**config.mk**
```make
export PLATFORM = sky130hd
export DESIGN_NAME = base64_char_decoder_flat
export DESIGN_NICKNAME = d
export VERILOG_FILES = /design/src/rtl/b64d_pkg.sv /design/src/rtl/b64d_if.sv /design/src/rtl/b64d_front.sv /design/src/rtl/b64d_queue.sv /design/src/rtl/b64d_back.sv /design/src/rtl/base64_char_decoder.sv /design/src/flat_wrapper.sv
export SDC_FILE = /design/constraint.sdc
export NUM_CORES = 1
export LEC_CHECK = 0
export ABC_AREA = 1
export BUFFER_PORTS_ARGS = -buffer_cell sky130_fd_sc_hd__buf_2
export CAP_MARGIN = 40
export CORE_MARGIN = 8
export CORE_UTILIZATION = 45
export DETAILED_ROUTE_END_ITERATION = 10
export SLEW_MARGIN = 20
export SYNTH_ARGS = -nofsm -noshare
export SYNTH_HDL_FRONTEND = slang
export SYNTH_SLANG_ARGS = --single-unit
```
**constraint.sdc**
```tcl
create_clock -name clk -period 6.9 [get_ports clk]
set_input_delay 1.035 -clock clk [delete_from_list [all_inputs] [get_ports clk]]
set_output_delay 1.035 -clock clk [all_outputs]
set_load 0.005 [all_outputs]
```
**src/rtl/b64d_pkg.sv**
```systemverilog
// ----------------------------------------------------------------------------
// b64d_pkg
// Shared types, constants and the alphabet decode for the base64 decoder.
// ----------------------------------------------------------------------------
package b64d_pkg;

  localparam int CharW      = 21;
  localparam int ByteW      = 8;
  localparam int DigitW     = 6;
  localparam int AccW       = 3 * DigitW;   // three pending digits at most
  localparam int GroupW     = 3 * ByteW;
  localparam int QueueDepth = 2;
  localparam int QPtrW      = (QueueDepth > 1) ? $clog2(QueueDepth) : 1;
  localparam int QCntW      = $clog2(QueueDepth + 1);

  localparam logic       OpChar    = 1'b0;
  localparam logic       OpRestart = 1'b1;

  localparam logic [6:0] CharPad   = 7'h3D;
  localparam logic [6:0] CharPlus  = 7'h2B;
  localparam logic [6:0] CharSlash = 7'h2F;
  localparam logic [5:0] DigitPlus  = 6'd62;
  localparam logic [5:0] DigitSlash = 6'd63;

  // One group of decoded bytes, first byte in the top lane.
  typedef struct packed {
    logic [GroupW-1:0] data;
    logic [1:0]        nbytes;   // 1..3
    logic              pad;      // produced by the padding character
  } b64d_grp_t;

  // Queue status seen by the front.
  typedef struct packed {
    logic full;
    logic empty;
  } b64d_qstat_t;

  typedef struct packed {
    logic             ok;
    logic [DigitW-1:0] value;
  } b64d_digit_t;

  // Alphabet lookup of a 7-bit character.
  function automatic b64d_digit_t digit_of(logic [6:0] c);
    b64d_digit_t d;
    d = '0;
    case (c) inside
      [7'h41:7'h5A]: begin
        d.ok    = 1'b1;
        d.value = 6'(c - 7'h41);
      end
      [7'h61:7'h7A]: begin
        d.ok    = 1'b1;
        d.value = 6'(c - 7'h61 + 7'd26);
      end
      [7'h30:7'h39]: begin
        d.ok    = 1'b1;
        d.value = 6'(c - 7'h30 + 7'd52);
      end
      CharPlus: begin
        d.ok    = 1'b1;
        d.value = DigitPlus;
      end
      CharSlash: begin
        d.ok    = 1'b1;
        d.value = DigitSlash;
      end
      default: d = '0;
    endcase
    return d;
  endfunction

endpackage

```
**src/rtl/b64d_if.sv**
```systemverilog
// ----------------------------------------------------------------------------
// b64d_if
// Valid/ready channels for character requests and decoded byte requests.
// ----------------------------------------------------------------------------
interface b64d_in_if;
  logic                       valid;
  logic                       ready;
  logic                       op;
  logic [b64d_pkg::CharW-1:0] char_code;

  modport source (output valid, output op, output char_code, input ready);
  modport sink   (input valid, input op, input char_code, output ready);
endinterface

interface b64d_out_if;
  logic                       valid;
  logic                       ready;
  logic [b64d_pkg::ByteW-1:0] data_byte;
  logic                       last_of_run;
  logic                       end_of_data;

  modport source (output valid, output data_byte, output last_of_run,
                  output end_of_data, input ready);
  modport sink   (input valid, input data_byte, input last_of_run,
                  input end_of_data, output ready);
endinterface

```
**src/rtl/b64d_front.sv**
```systemverilog
// ----------------------------------------------------------------------------
// b64d_front
// Accepts characters, decodes digits, packs groups and pushes them on.
// ----------------------------------------------------------------------------
module b64d_front (
  input  logic                  clk,
  input  logic                  rst_n,
  input  logic                  in_valid,
  output logic                  in_ready,
  input  logic                  in_op,
  input  logic [b64d_pkg::CharW-1:0] in_char,
  input  b64d_pkg::b64d_qstat_t q_stat,
  output logic                  push,
  output b64d_pkg::b64d_grp_t   push_grp
);

  logic [b64d_pkg::AccW-1:0] acc_r, acc_nxt;
  logic [1:0]                cnt_r, cnt_nxt;
  logic                      ended_r, ended_nxt;

  logic                  accept;
  logic                  ascii;
  logic                  is_pad;
  b64d_pkg::b64d_digit_t dig;

  assign in_ready = !q_stat.full;
  assign accept   = in_valid && in_ready;
  assign ascii    = (in_char[b64d_pkg::CharW-1:7] == '0);
  assign is_pad   = (in_char[6:0] == b64d_pkg::CharPad);
  assign dig      = b64d_pkg::digit_of(in_char[6:0]);

  always_comb begin
    acc_nxt   = acc_r;
    cnt_nxt   = cnt_r;
    ended_nxt = ended_r;
    push      = 1'b0;
    push_grp  = '0;
    if (accept) begin
      if (in_op == b64d_pkg::OpRestart) begin
        acc_nxt   = '0;
        cnt_nxt   = '0;
        ended_nxt = 1'b0;
      end else if (!ended_r && ascii) begin
        if (is_pad) begin
          // pad flushes the partial group and closes the stream
          if (cnt_r == 2'd2) begin
            push            = 1'b1;
            push_grp.data   = {acc_r[11:4], 16'h0000};
            push_grp.nbytes = 2'd1;
            push_grp.pad    = 1'b1;
          end else if (cnt_r == 2'd3) begin
            push            = 1'b1;
            push_grp.data   = {acc_r[17:10], acc_r[9:2], 8'h00};
            push_grp.nbytes = 2'd2;
            push_grp.pad    = 1'b1;
          end
          acc_nxt   = '0;
          cnt_nxt   = '0;
          ended_nxt = 1'b1;
        end else if (dig.ok) begin
          if (cnt_r == 2'd3) begin
            push            = 1'b1;
            push_grp.data   = {acc_r, dig.value};
            push_grp.nbytes = 2'd3;
            push_grp.pad    = 1'b0;
            acc_nxt         = '0;
            cnt_nxt         = '0;
          end else begin
            acc_nxt = {acc_r[b64d_pkg::AccW-b64d_pkg::DigitW-1:0], dig.value};
            cnt_nxt = cnt_r + 2'd1;
          end
        end
      end
    end
  end

  always_ff @(posedge clk) begin
    if (!rst_n) begin
      acc_r   <= '0;
      cnt_r   <= '0;
      ended_r <= 1'b0;
    end else begin
      acc_r   <= acc_nxt;
      cnt_r   <= cnt_nxt;
      ended_r <= ended_nxt;
    end
  end

endmodule

```
**src/rtl/b64d_queue.sv**
```systemverilog
// ----------------------------------------------------------------------------
// b64d_queue
// Short register FIFO of byte groups between front and back.
// ----------------------------------------------------------------------------
module b64d_queue (
  input  logic                  clk,
  input  logic                  rst_n,
  input  logic                  push,
  input  b64d_pkg::b64d_grp_t   push_grp,
  input  logic                  pop,
  output b64d_pkg::b64d_grp_t   head_grp,
  output b64d_pkg::b64d_qstat_t q_stat
);

  b64d_pkg::b64d_grp_t mem_r [b64d_pkg::QueueDepth];

  logic [b64d_pkg::QPtrW-1:0] wr_ptr_r, wr_ptr_nxt;
  logic [b64d_pkg::QPtrW-1:0] rd_ptr_r, rd_ptr_nxt;
  logic [b64d_pkg::QCntW-1:0] cnt_r, cnt_nxt;

  logic do_push, do_pop;

  assign q_stat.full  = (cnt_r == b64d_pkg::QCntW'(b64d_pkg::QueueDepth));
  assign q_stat.empty = (cnt_r == '0);
  assign do_push      = push && !q_stat.full;
  assign do_pop       = pop && !q_stat.empty;
  assign head_grp     = mem_r[rd_ptr_r];

  function automatic logic [b64d_pkg::QPtrW-1:0] ptr_inc(
      logic [b64d_pkg::QPtrW-1:0] p);
    logic [b64d_pkg::QPtrW-1:0] n;
    if (p == b64d_pkg::QPtrW'(b64d_pkg::QueueDepth - 1)) n = '0;
    else                                                 n = p + 1'b1;
    return n;
  endfunction

  always_comb begin
    wr_ptr_nxt = do_push ? ptr_inc(wr_ptr_r) : wr_ptr_r;
    rd_ptr_nxt = do_pop  ? ptr_inc(rd_ptr_r) : rd_ptr_r;
    cnt_nxt    = cnt_r;
    if (do_push && !do_pop)      cnt_nxt = cnt_r + 1'b1;
    else if (do_pop && !do_push) cnt_nxt = cnt_r - 1'b1;
  end

  always_ff @(posedge clk) begin
    if (do_push) begin
      mem_r[wr_ptr_r] <= push_grp;
    end
  end

  always_ff @(posedge clk) begin
    if (!rst_n) begin
      wr_ptr_r <= '0;
      rd_ptr_r <= '0;
      cnt_r    <= '0;
    end else begin
      wr_ptr_r <= wr_ptr_nxt;
      rd_ptr_r <= rd_ptr_nxt;
      cnt_r    <= cnt_nxt;
    end
  end

endmodule

```
**src/rtl/b64d_back.sv**
```systemverilog
// ----------------------------------------------------------------------------
// b64d_back
// Splits queued groups into bytes and drives the registered output.
// ----------------------------------------------------------------------------
module b64d_back (
  input  logic                       clk,
  input  logic                       rst_n,
  input  b64d_pkg::b64d_grp_t        head_grp,
  input  b64d_pkg::b64d_qstat_t      q_stat,
  output logic                       pop,
  output logic                       out_valid,
  input  logic                       out_ready,
  output logic [b64d_pkg::ByteW-1:0] out_byte,
  output logic                       out_last,
  output logic                       out_pad
);

  logic [1:0]                idx_r, idx_nxt;
  logic                      vld_r, vld_nxt;
  logic [b64d_pkg::ByteW-1:0] byte_r, byte_nxt;
  logic                      last_r, last_nxt;
  logic                      pad_r, pad_nxt;

  logic load;
  logic is_last;
  logic [b64d_pkg::ByteW-1:0] sel_byte;

  assign load    = !q_stat.empty && (!vld_r || out_ready);
  assign is_last = ((idx_r + 2'd1) == head_grp.nbytes);
  assign pop     = load && is_last;

  always_comb begin
    case (idx_r)
      2'd0:    sel_byte = head_grp.data[23:16];
      2'd1:    sel_byte = head_grp.data[15:8];
      default: sel_byte = head_grp.data[7:0];
    endcase
  end

  always_comb begin
    idx_nxt  = idx_r;
    vld_nxt  = vld_r;
    byte_nxt = byte_r;
    last_nxt = last_r;
    pad_nxt  = pad_r;
    if (load) begin
      vld_nxt  = 1'b1;
      byte_nxt = sel_byte;
      last_nxt = is_last;
      pad_nxt  = head_grp.pad;
      idx_nxt  = is_last ? 2'd0 : idx_r + 2'd1;
    end else if (out_ready) begin
      vld_nxt = 1'b0;
    end
  end

  always_ff @(posedge clk) begin
    if (!rst_n) begin
      idx_r <= '0;
      vld_r <= 1'b0;
    end else begin
      idx_r <= idx_nxt;
      vld_r <= vld_nxt;
    end
  end

  always_ff @(posedge clk) begin
    byte_r <= byte_nxt;
    last_r <= last_nxt;
    pad_r  <= pad_nxt;
  end

  assign out_valid = vld_r;
  assign out_byte  = byte_r;
  assign out_last  = last_r;
  assign out_pad   = pad_r;

endmodule

```
**src/rtl/base64_char_decoder.sv**
```systemverilog
// ----------------------------------------------------------------------------
// base64_char_decoder
// Standard base64 decoder: one character request in, decoded byte requests out.
// ----------------------------------------------------------------------------
//
//  channel   dir  payload                               request done when
//  -------   ---  ------------------------------------  ----------------------
//  in_ch     in   op, char_code                         valid && ready
//  out_ch    out  data_byte, last_of_run, end_of_data   valid && ready
//
// Takes one character per cycle unless the group queue is full; the front
// decodes and packs in the same cycle it accepts, so a full group is queued
// in the cycle after its 4th digit. The back sends one byte per cycle, unless
// out_ch stalls, from a registered output that is loaded from the queue head.
// in_ch.ready drops only while the two-entry group queue is full.
// Synchronous active-low reset clears digits, end flag, queue and output.
//
module base64_char_decoder (
  input logic            clk,
  input logic            rst_n,
  b64d_in_if.sink        in_ch,
  b64d_out_if.source     out_ch
);

  b64d_pkg::b64d_grp_t   push_grp;
  b64d_pkg::b64d_grp_t   head_grp;
  b64d_pkg::b64d_qstat_t q_stat;
  logic                  push;
  logic                  pop;

  // Front: alphabet lookup, digit accumulation, pad handling.
  b64d_front u_front (
    .clk      (clk),
    .rst_n    (rst_n),
    .in_valid (in_ch.valid),
    .in_ready (in_ch.ready),
    .in_op    (in_ch.op),
    .in_char  (in_ch.char_code),
    .q_stat   (q_stat),
    .push     (push),
    .push_grp (push_grp)
  );

  // Group queue decouples character intake from byte output.
  b64d_queue u_queue (
    .clk      (clk),
    .rst_n    (rst_n),
    .push     (push),
    .push_grp (push_grp),
    .pop      (pop),
    .head_grp (head_grp),
    .q_stat   (q_stat)
  );

  // Back: serializes each group into bytes, flags last and pad.
  b64d_back u_back (
    .clk       (clk),
    .rst_n     (rst_n),
    .head_grp  (head_grp),
    .q_stat    (q_stat),
    .pop       (pop),
    .out_valid (out_ch.valid),
    .out_ready (out_ch.ready),
    .out_byte  (out_ch.data_byte),
    .out_last  (out_ch.last_of_run),
    .out_pad   (out_ch.end_of_data)
  );

endmodule
```
**src/flat_wrapper.sv**
```systemverilog
// flat-port wrapper written by rule: the top's interface ports become plain ports
module base64_char_decoder_flat 
  (clk, rst_n, in_ch_valid, in_ch_op, in_ch_char_code, in_ch_ready, out_ch_valid, out_ch_data_byte, out_ch_last_of_run, out_ch_end_of_data, out_ch_ready);
  b64d_in_if in_ch_i ();
  b64d_out_if out_ch_i ();
  input logic clk;
  input logic rst_n;
  input wire logic [$bits(in_ch_i.valid)-1:0] in_ch_valid;
  input wire logic [$bits(in_ch_i.op)-1:0] in_ch_op;
  input wire logic [$bits(in_ch_i.char_code)-1:0] in_ch_char_code;
  output wire logic [$bits(in_ch_i.ready)-1:0] in_ch_ready;
  output wire logic [$bits(out_ch_i.valid)-1:0] out_ch_valid;
  output wire logic [$bits(out_ch_i.data_byte)-1:0] out_ch_data_byte;
  output wire logic [$bits(out_ch_i.last_of_run)-1:0] out_ch_last_of_run;
  output wire logic [$bits(out_ch_i.end_of_data)-1:0] out_ch_end_of_data;
  input wire logic [$bits(out_ch_i.ready)-1:0] out_ch_ready;
  assign in_ch_i.valid = in_ch_valid;
  assign in_ch_i.op = in_ch_op;
  assign in_ch_i.char_code = in_ch_char_code;
  assign in_ch_ready = in_ch_i.ready;
  assign out_ch_valid = out_ch_i.valid;
  assign out_ch_data_byte = out_ch_i.data_byte;
  assign out_ch_last_of_run = out_ch_i.last_of_run;
  assign out_ch_end_of_data = out_ch_i.end_of_data;
  assign out_ch_i.ready = out_ch_ready;
  base64_char_decoder u_core (.clk(clk), .rst_n(rst_n), .in_ch(in_ch_i), .out_ch(out_ch_i));
endmodule
```
==> impl_metrics.csv, run 1 <==
group,metric,value,unit
global_route,grt_max_degree,29,
clock_network,cts_inserted_buffers,9,
clock_network,cts_tree,"yes",
timing,worst_pin_slew,0.7535,ns
synthesis,syn_avg_cell_area,9.118,um2
final_layout,nNetsFinal,595,
timing,hold_viol,0,
synthesis,yosysSeqAreaShare,52.98,%
worst_setup_path,cp-start-kind,"primary input",
timing,hold_ws,0.4761,ns
hold_path,hold_depth,2,
global_route,antenna_found_initial,0,
job,cap_violations,0,
timing,finalSetupTns,0,ns
synthesis,ys_seq_elements,93,
global_route,use_met1,19.95,%
synthesis,yosys.cell_types.count,35,
global_route,use_met2,27.50,%
drt,drtPass1Iterations,5,
place,portBuffers,37,
status,status,"complete, no violations",
timing,drv_slew,0,
clock_network,cts_setup_buffers,0,
die,die_h,118.5,um
hold_path,hp-class,"reg2reg",
clock_network,ctsHoldBuffers,0,
clock_network,cts_resized,0,
drt,via_count,3663,
clock_network,cts-root-buf,"clkbuf_8",
global_route,grt_pass1_vias,3718,
global_route,grt_first_pass_wirelength,18350,um
die,coreArea,10280,um2
drt,drt_iter0_markers,344,
worst_setup_path,critPathCaptureType,"flop",
worst_setup_path,crit_path_max_fanout,15,
final_layout,area_growth,11.18,%
timing,fin_worst_skew,0.01952,ns
place,place_ws,3.103,ns
clock_network,htreeDepth,3,
die,ios,38,
global_route,grt.busiest_layer,"met2",
worst_setup_path,required,6.97,ns
synthesis,syn_inst,518,
timing,finalCritPeriodShare,49.25,%
worst_setup_path,crit_type,"in2reg",
place,hpwlAfterDp,7965,um
global_route,groute.usage.overall,16.01,%
synthesis,synth_fp_nets,559,
power,power_density,201.4,nW/um2
clock_network,clk_transition_reported_paths,0.10,ns
drt,vias_per_cell,5.271,
die,num_rows,37,
timing,fin_crit,3.398,ns
power,vdd_drop_max,0.0001178,V
drt,routedWlPerCell,15.82,um
final_layout,drive_gt1_share,17.71,%
worst_setup_path,worst-r2r-cell-count,12,
timing,setup_viol,0,
synthesis,yosysWarnings,0,
drt,ant_nets,0,
die,die_w,118.5,um
timing,relSlewSlack,49.45,%
die,die_area,14030,um2
timing,rsz0062_at_grt,"false",
timing,setup_ws,3.502,ns
die,initial_core_util,45.96,%
final_layout,utilization,51.10,%
drt,drt-total-wl,10990,um
power,power.leakage,1.946,nW
timing,fmax,294.3,MHz
clock_network,clk_latency,0.36,ns
synthesis,syn_area,4723,um2
clock_network,cts_num_sinks,93,
drt,drc,0,
worst_setup_path,worstPathArrival,3.47,ns
global_route,use_met3,2.618,%
global_route,gr-total-overflow,0,
clock_network,clockBufferDepth,2,
place,place_congestion,0.8562,
final_layout,diodes,0,
[cell usage after synthesis (all sizes together)]
cell / n / share of area, %
nor2: 65 / 5.9
xor2: 9 / 1.7
buf: 8 / 1.4
clkbuf: 9 / 0.72
nand2: 124 / 11
a21oi: 47 / 5.9
o22ai: 2 / 0.26
nor3: 1 / 0.11
nand3: 21 / 2.4
clkinv: 2 / 0.16
and3: 8 / 1.1
xnor2: 1 / 0.19
dfxtp: 29 / 12
o21a: 8 / 1.3
o21bai: 1 / 0.24
a211oi: 1 / 0.16
o221ai: 8 / 1.5
o21ai: 43 / 4.6
ha: 15 / 4.0
or2: 1 / 0.13
edfxtp: 64 / 41
inv: 46 / 3.7
nand3b: 1 / 0.16
nand4: 4 / 0.53
[stage by stage]
step / cell area [um2] / std cells / power, W
5_1_grt: 5251 / 695 / 0.001095
3_3_place_gp: 5005 / 677 / 0.0006773
6_report: 5251 / 695 / 0.001058
2_1_floorplan: 4723 / 518 / 0.0006560
3_5_place_dp: 5035 / 679 / 0.0006794
4_1_cts: 5251 / 695 / 0.001064
[registers in the layout, indices dropped and copies added (netlist names), 2 cells and up, named ones only]
| signal | count |
|---|---|
| u_core.u_front.acc_r | 18 |
| u_core.u_queue.mem_r | 54 |
| u_core.u_front.cnt_r | 2 |
| u_core.u_queue.cnt_r | 2 |
| u_core.u_back.out_byte | 8 |
| u_core.u_back.idx_r | 2 |
[logic make-up (layout without fill, tap and decap cells)]
family / Yosys count / count (layout) / share of synthesized area (%)
AOI/OAI and AO/OA: 110 / 110 / 13.83
and+or+nand+nor: 225 / 225 / 21.46
DFF: 93 / 93 / 52.98
buffers and inverters: 65 / 106 / 5.907
xor gates and xnor gates: 10 / 10 / 1.854
adders and majority gates: 15 / 15 / 3.974
[final cells by class]
| class | count | area [um2] |
|---|---|---|
| clock inverter | 7 | 92.59 |
| inverter | 48 | 180.2 |
| sequential | 93 | 2502 |
| clock buffer | 9 | 123.9 |
| fill | 961 | 5026 |
| multi-input combinational | 360 | 1944 |
| timing repair buffer | 42 | 237.7 |
| tap | 136 | 170.2 |
[per-layer routing]
layer  wire length [um]  vias to the layer above
li1                   -                     1814
met1               4951                     1734
met2               5382                       98
met3                457                       17
met4                202                        0
met5                  0                        -
[critical path, stage by stage]
cell,delay (ns)
buf_2,0.10
inv_1,0.11
nand2_1,0.12
nor2_4,0.17
nand3_1,0.42
nor2_1,0.34
nand2_1,0.11
o21ai_1,0.19
nand2_1,0.12
inv_1,0.49
buf_8,0.24
[cells in the final DEF, fill, tap and decap left out, types with 4 or more instances in the layout]
master    instances
o21ai_1           4
o21ai_0          39
nand4_1           4
a21oi_1          36
and3_1            8
o221ai_1          8
nand2_2          13
ha_1             15
xor2_1            9
buf_2            37
nand3_1          19
nand2_4           4
inv_1            43
nor2_1           59
o21a_1            8
nand2_1         107
edfxtp_1         64
a21oi_2          11
clkbuf_8          9
dfxtp_1          29
nor2_4            4
[worst paths after layout]
kind	start	end	slack (ns)
hold / removal	u_core.u_front.acc_r[2]$_SDFFE_PN0P_	u_core.u_front.acc_r[8]$_SDFFE_PN0P_	0.48
setup reg to reg	flop	u_core.u_queue.cnt_r[1]$_SDFFE_PN0P_	4.00
setup / recovery	in_ch_char_code[6]	u_core.u_queue.mem_r[1][5]$_DFFE_PP_	3.50
hold reg to reg	u_core.u_front.acc_r[2]$_SDFFE_PN0P_	u_core.u_front.acc_r[8]$_SDFFE_PN0P_	0.48
[power by group]
part	internal (W)	leakage (nW)	switching, W
clock network	0.000177	0.109	0.000214
logic	0.0000241	1.09	0.0000526
registers	0.000589	0.743	0.00000122
total	0.000790	1.95	0.000268
Power figures use the tool's default switching activity.
==> run 2, diff against run 1 <==
ABC_AREA = 0   (was 1)
PLACE_DENSITY = 0.65   (was not set)
clock period = 3 ns   (was 6.9 ns; I/O delays follow)
==> impl_metrics.csv, run 2 <==
group,metric,value,unit
worst_setup_path,worstReg2RegStart,"u_core.u_back.idx_r[0]$_SDFFE_PN0P_",
drt,dr_wl_met3,269,um
timing,hold_ws,0.4634,ns
die,coreArea,9284,um2
timing,drv_slew,0,
timing,fin_worst_skew,0.01044,ns
final_layout,largest_register,"u_core.u_queue.mem_r",
clock_network,cts_num_sinks,93,
power,power.leakage,1.709,nW
clock_network,clockBufferDepth,2,
clock_network,cts_inserted_buffers,9,
synthesis,yosysWarnings,0,
clock_network,cts-root-buf,"clkbuf_8",
global_route,grt_max_degree,34,
global_route,antenna_found_initial,0,
power,power_density,483.6,nW/um2
timing,hold_viol,0,
drt,drc,0,
final_layout,largest_reg_flops,54,
power,power.total,0.002421,W
final_layout,nNetsFinal,458,
final_layout,utilization,53.94,%
worst_setup_path,worst-r2r-cell-count,8,
die,die_w,114.0,um
place,dpl.cell_count,535,
power,vdd_drop_max,0.0002658,V
timing,finalCritPeriodShare,84.83,%
timing,worst_pin_slew,0.7044,ns
worst_setup_path,cp-start-kind,"primary input",
clock_network,ctsHoldBuffers,0,
final_layout,final_cell_count_no_fill,551,
synthesis,synth_fp_nets,407,
place,hpwlAfterDp,6725,um
synthesis,ys_async_sr_fraction,0,%
final_layout,layout_commonest_cell,"edfxtp_1",
clock_network,cts_resized,0,
synthesis,yosys.area.top_type,"edfxtp_1",
die,initial_core_util,46.58,%
synthesis,syn_inst,366,
worst_setup_path,endpoint,"u_core.u_queue.cnt_r[1]$_SDFFE_PN0P_",
worst_setup_path,crit_path_max_fanout,5,
global_route,groute.usage.overall,15.03,%
die,die_area,13000,um2
timing,relSlewSlack,53.04,%
drt,ant_nets,0,
clock_network,clk_latency,0.36,ns
final_layout,area_growth,15.80,%
global_route,grt_pass1_vias,3088,
timing,setup_viol,0,
final_layout,mostFrequentLayoutCells,"edfxtp_1 (64), buf_2 (37), nand2_1 (29), dfxtp_1 (29), buf_4 (21)",
place,place_congestion,0.8670,
worst_setup_path,rrSetupSlack,0.70,ns
die,ios,38,
drt,met1_length,4349,um
worst_setup_path,max_stage_delay,0.39,ns
synthesis,yosysSeqAreaShare,57.87,%
global_route,gr-total-overflow,0,
final_layout,nFillCells,826,
synthesis,synth_area_leaders,"edfxtp_1 (44%), dfxtp_1 (13%), ha_1 (4.3%)",
synthesis,synth_top_area_share,44.44,%
timing,rsz0062_at_grt,"false",
worst_setup_path,critPathBufInv,2,
die,num_rows,35,
synthesis,synth_commonest_cells,"edfxtp_1 (64), dfxtp_1 (29), nand2_1 (29), nor2_1 (17), o21ai_0 (17)",
status,status,"complete, no violations",
worst_setup_path,timing.rr.end,"u_core.u_queue.cnt_r[1]$_SDFFE_PN0P_",
place,portBuffers,37,
worst_setup_path,crit_type,"in2reg",
clock_network,cts_setup_buffers,0,
synthesis,synth_enable_flop_cells,64,
timing,finalSetupTns,0,ns
die,die_h,114.0,um
worst_setup_path,worstPathArrival,2.83,ns
drt,drtPass1Iterations,4,
global_route,grt_first_pass_wirelength,15430,um
hold_path,hp-class,"in2reg",
synthesis,syn_avg_cell_area,11.81,um2
worst_setup_path,crit_cells,11,
synthesis,yosys.cell_types.count,57,
timing,fin_crit,2.545,ns
drt,drt_iter0_markers,131,
synthesis,synth_top_flop_cell,"edfxtp_1",
synthesis,ys_seq_elements,93,
clock_network,clk_transition_reported_paths,0.10,ns
drt,drt-total-wl,9374,um
drt,routedWlPerCell,17.01,um
clock_network,htreeDepth,3,
synthesis,syn_area,4324,um2
worst_setup_path,required,3.29,ns
worst_setup_path,cp_slowest_cell,"o41ai_4",
worst_setup_path,path_delay_family,"compound AO/OA/AOI/OAI gates",
worst_setup_path,critPathCaptureType,"flop",
drt,met2_wirelength,4627,um
timing,fmax,392.9,MHz
final_layout,drive_gt1_share,20.85,%
job,cap_violations,0,
drt,via_count,3066,
drt,topRoutingLayerUsed,"met4",
worst_setup_path,crit_chain,"buf_2, inv_1, ha_1, nand2_1, o21ai_0, o211a_2, o41ai_4, a21boi_0, ha_1, or3_1, a21boi_0",
drt,vias_per_cell,5.564,
worst_setup_path,crit_start,"in_ch_char_code[2]",
clock_network,cts_tree,"yes",
final_layout,diodes,0,
synthesis,synth.most_common_cell,"edfxtp_1",
==> run 2: cell families (layout without fill, tap and decap cells) <==
| logic type | Yosys count | in the layout | share of synthesized area, % |
|---|---|---|---|
| adder cells (fa/ha/maj) | 15 | 15 | 4.340 |
| buffers and inverters | 33 | 89 | 3.299 |
| multiplexers | 4 | 4 | 0.9549 |
| XOR/XNOR | 9 | 9 | 1.823 |
| AND/OR/NAND/NOR | 111 | 111 | 13.46 |
| flip-flops | 93 | 93 | 57.87 |
| AO/OA/AOI/OAI | 101 | 101 | 18.26 |
==> run 2: worst min-delay path by stage <==
stage | start | endpoint | cells past startpoint | slack [ns]
floorplan | u_core.u_front.ended_r$_SDFFE_PN0P_ | u_core.u_front.ended_r$_SDFFE_PN0P_ | 2 | 0.44
global placement | u_core.u_front.acc_r[1]$_SDFFE_PN0P_ | u_core.u_front.acc_r[1]$_SDFFE_PN0P_ | 2 | 0.45
detailed placement | u_core.u_front.acc_r[1]$_SDFFE_PN0P_ | u_core.u_front.acc_r[1]$_SDFFE_PN0P_ | 2 | 0.46
CTS | out_ch_ready | u_core.u_back.out_valid$_SDFFE_PN0P_ | 3 | 0.45
global route | out_ch_ready | u_core.u_back.out_valid$_SDFFE_PN0P_ | 3 | 0.46
finish | out_ch_ready | u_core.u_back.out_valid$_SDFFE_PN0P_ | 3 | 0.46
==> run 2: layout make-up <==
| class | count | area [um2] | area share (%) |
|---|---|---|---|
| well taps | 129 | 161.4 | 3.223 |
| clock buffers | 9 | 123.9 | 2.474 |
| inverters | 13 | 48.80 | 0.9745 |
| flip-flops and latches | 93 | 2502 | 49.98 |
| repair buffers | 60 | 382.9 | 7.646 |
| clock inverters | 7 | 106.4 | 2.124 |
| multi-input cells | 240 | 1682 | 33.58 |
==> run 2: worst reg2reg max path, delay by kind of cell, from the launching register on <==
kind | cells | cell delay [ns]
flip-flops | 1 | 0.39
buffers and inverters | 1 | 0.09
XOR/XNOR | 1 | 0.13
adder cells (fa/ha/maj) | 2 | 0.66
AND/OR/NAND/NOR | 3 | 0.79
AO/OA/AOI/OAI | 1 | 0.18
==> run 2: metrics by stage <==
stage	worst slack [ns]	area (um2)
floorplan	0.05112	4327
global placement	0.1569	4777
global route	0.2851	5007
detailed placement	0.06832	4777
CTS	0.4558	5007
finish	0.4550	5007
==> run 2: where the power goes <==
part / leakage, nW / internal, W / switching (W)
registers: 0.681 / 0.00135 / 0.000000000516
logic: 0.918 / 0.0000517 / 0.0000740
clock network: 0.110 / 0.000484 / 0.000461
total: 1.71 / 0.00189 / 0.000535
==> run 2: layer usage <==
layer	vias up	track usage, %
met3	10	2.747
met4	0	5.501
met2	45	26.50
met5	-	0
met1	1522	17.80
li1	1489	-
==> run 3, diff against run 2 <==
PLACE_DENSITY = not set   (was 0.65)
clock period = 2.4 ns   (was 3 ns; I/O delays follow)
==> impl_metrics.csv, run 3 (same netlist as run 2, synthesis figures left out) <==
group,metric,value,unit
clock_network,cts_tree,"yes",
drt,dr_wl_met3,500,um
power,p_clk_share,34.6,%
hold_path,whs_endpoint,"u_core.u_back.out_valid$_SDFFE_PN0P_",
worst_setup_path,critPathCaptureType,"flop",
hold_path,hold_depth,3,
die,die_w,114.0,um
worst_setup_path,max_stage_delay,0.37,ns
timing,finalCritPeriodShare,92.04,%
timing,hold_ws,0.3780,ns
global_route,grt_max_degree,28,
power,swShare,23.51,%
global_route,grt_pass1_vias,3092,
timing,fin_crit,2.209,ns
drt,ant_nets,0,
power,p_int,0.002205,W
die,die_area,13000,um2
worst_setup_path,path_delay_family,"compound AO/OA/AOI/OAI gates",
final_layout,mostFrequentLayoutCells,"edfxtp_1 (64), buf_4 (48), buf_2 (37)",
drt,met2_wirelength,4485,um
drt,routedWlPerCell,16.30,um
place,portBuffers,37,
drt,vias_per_cell,5.433,
hold_path,hp-start,"out_ch_ready",
global_route,antenna_found_initial,0,
die,coreArea,9284,um2
clock_network,cts-root-buf,"clkbuf_8",
final_layout,utilization,56.35,%
die,num_rows,35,
final_layout,multi_input_area,1735,um2
timing,fmax,452.7,MHz
power,power.total,0.002883,W
timing,setup_viol,0,
clock_network,cts_setup_buffers,0,
drt,drtPass1Iterations,4,
final_layout,diodes,0,
clock_network,clockBufferDepth,2,
global_route,groute.usage.overall,15.14,%
worst_setup_path,worstPathArrival,2.50,ns
power,p_sw,0.0006780,W
die,ios,38,
worst_setup_path,cp-start-kind,"primary input",
worst_setup_path,timing.rr.end,"u_core.u_queue.mem_r[1][22]$_DFFE_PP_",
clock_network,clk_latency,0.35,ns
clock_network,clk_transition_reported_paths,0.10,ns
clock_network,htreeDepth,3,
drt,via_count,3140,
clock_network,cts_num_sinks,93,
power,power.leakage,1.824,nW
final_layout,nFillCells,828,
worst_setup_path,crit_start,"in_ch_char_code[0]",
final_layout,layout_commonest_cell,"edfxtp_1",
die,die_h,114.0,um
job,cap_violations,0,
worst_setup_path,crit_type,"in2reg",
place,hpwlAfterDp,6871,um
final_layout,largest_reg_flops,54,
clock_network,ctsHoldBuffers,0,
timing,finalSetupTns,0,ns
hold_path,hp-class,"in2reg",
status,status,"complete, no violations",
worst_setup_path,required,2.69,ns
worst_setup_path,rrSetupSlack,0.25,ns
drt,drc,0,
global_route,gr-total-overflow,0,
drt,drt-total-wl,9419,um
power,pwr-share-seq,58.6,%
worst_setup_path,critPathBufInv,2,
die,initial_core_util,46.58,%
drt,met1_length,4354,um
timing,drv_slew,0,
worst_setup_path,worst-r2r-cell-count,7,
timing,hold_viol,0,
worst_setup_path,cp_slowest_cell,"or3_1",
power,vdd_drop_max,0.0002255,V
timing,fin_worst_skew,0.01039,ns
final_layout,nNetsFinal,485,
drt,drt_iter0_markers,141,
timing,worst_pin_slew,0.6030,ns
final_layout,register_area,2502,um2
final_layout,area_growth,20.98,%
final_layout,largest_register,"u_core.u_queue.mem_r",
place,place_congestion,0.8491,
drt,topRoutingLayerUsed,"met4",
worst_setup_path,crit_path_max_fanout,4,
power,power_density,551.2,nW/um2
clock_network,cts_inserted_buffers,9,
global_route,grt_first_pass_wirelength,15640,um
timing,rsz0062_at_grt,"false",
worst_setup_path,crit_chain,"buf_2, inv_1, ha_1, nand2_1, o21ai_0, o211a_2, o41ai_4, a21boi_2, ha_2, xor2_1, or3_1, a21boi_1",
place,place_ws,-0.1786,ns
final_layout,drive_gt1_share,27.62,%
worst_setup_path,worstReg2RegStart,"u_core.u_front.ended_r$_SDFFE_PN0P_",
power,p_comb_share,6.8,%
timing,setup_ws,0.1911,ns
timing,relSlewSlack,59.75,%
## run 3: cell count changes in the layout (fill, tap and decap cells not counted), sizes merged
cell    change
buf        +27
bufinv      -2
clkinv      +1
clkbuf      +1
## run 3: power by group through the flow
| stage | sequential, W | clock [W] | combinational [W] |
|---|---|---|---|
| final | 0.00169 | 0.000998 | 0.000196 |
| after global routing | 0.00169 | 0.00109 | 0.000214 |
| after CTS | 0.00169 | 0.00103 | 0.000195 |
| after detailed placement | 0.00173 | 0 | 0.000195 |
| after global placement | 0.00173 | 0 | 0.000194 |
| after floorplan | 0.00173 | 0 | 0.000101 |
## run 3: how the worst max path moves through the flow
stage	to	slack (ns)	cells after the start
6_report	u_core.u_queue.cnt_r[1]$_SDFFE_PN0P_	0.19	12
5_1_grt	u_core.u_queue.mem_r[0][21]$_DFFE_PP_	0.04	7
4_1_cts	u_core.u_queue.cnt_r[1]$_SDFFE_PN0P_	0.19	9
3_5_place_dp	u_core.u_queue.cnt_r[1]$_SDFFE_PN0P_	-0.18	12
3_3_place_gp	u_core.u_queue.cnt_r[1]$_SDFFE_PN0P_	-0.12	12
2_1_floorplan	u_core.u_queue.cnt_r[1]$_SDFFE_PN0P_	-0.01	11
## run 3: worst min-delay path, stage by stage
cell and delay, ns:
buf_2 0.09, nor2b_1 0.13, o31a_1 0.12
## run 3: layout make-up
type,instances,share of cell area (%)
sequential,93,47.84
multi-input combinational,240,33.17
timing repair buffer,87,11.19
tap,129,3.085
clock buffer,10,2.631
clock inverter,6,1.052
inverter,13,1.028
## run 3: through the flow
step           cell area [um2]  cells
2_1_floorplan             4408    366
3_3_place_gp              5036    562
3_5_place_dp              5036    562
4_1_cts                   5229    578
5_1_grt                   5231    578
6_report                  5231    578
## run 3: repair_timing
item / in CTS / in global routing
setup endpoints to repair: 0 / 1
hold endpoints to repair: 0 / 0
gates resized for setup: 0 / 1
## run 3: routing by layer
metal,global-route usage [%],up-vias
li1,-,1543
met1,19.80,1525
met2,24.92,64
met3,2.905,8
met4,4.259,0
met5,0,-
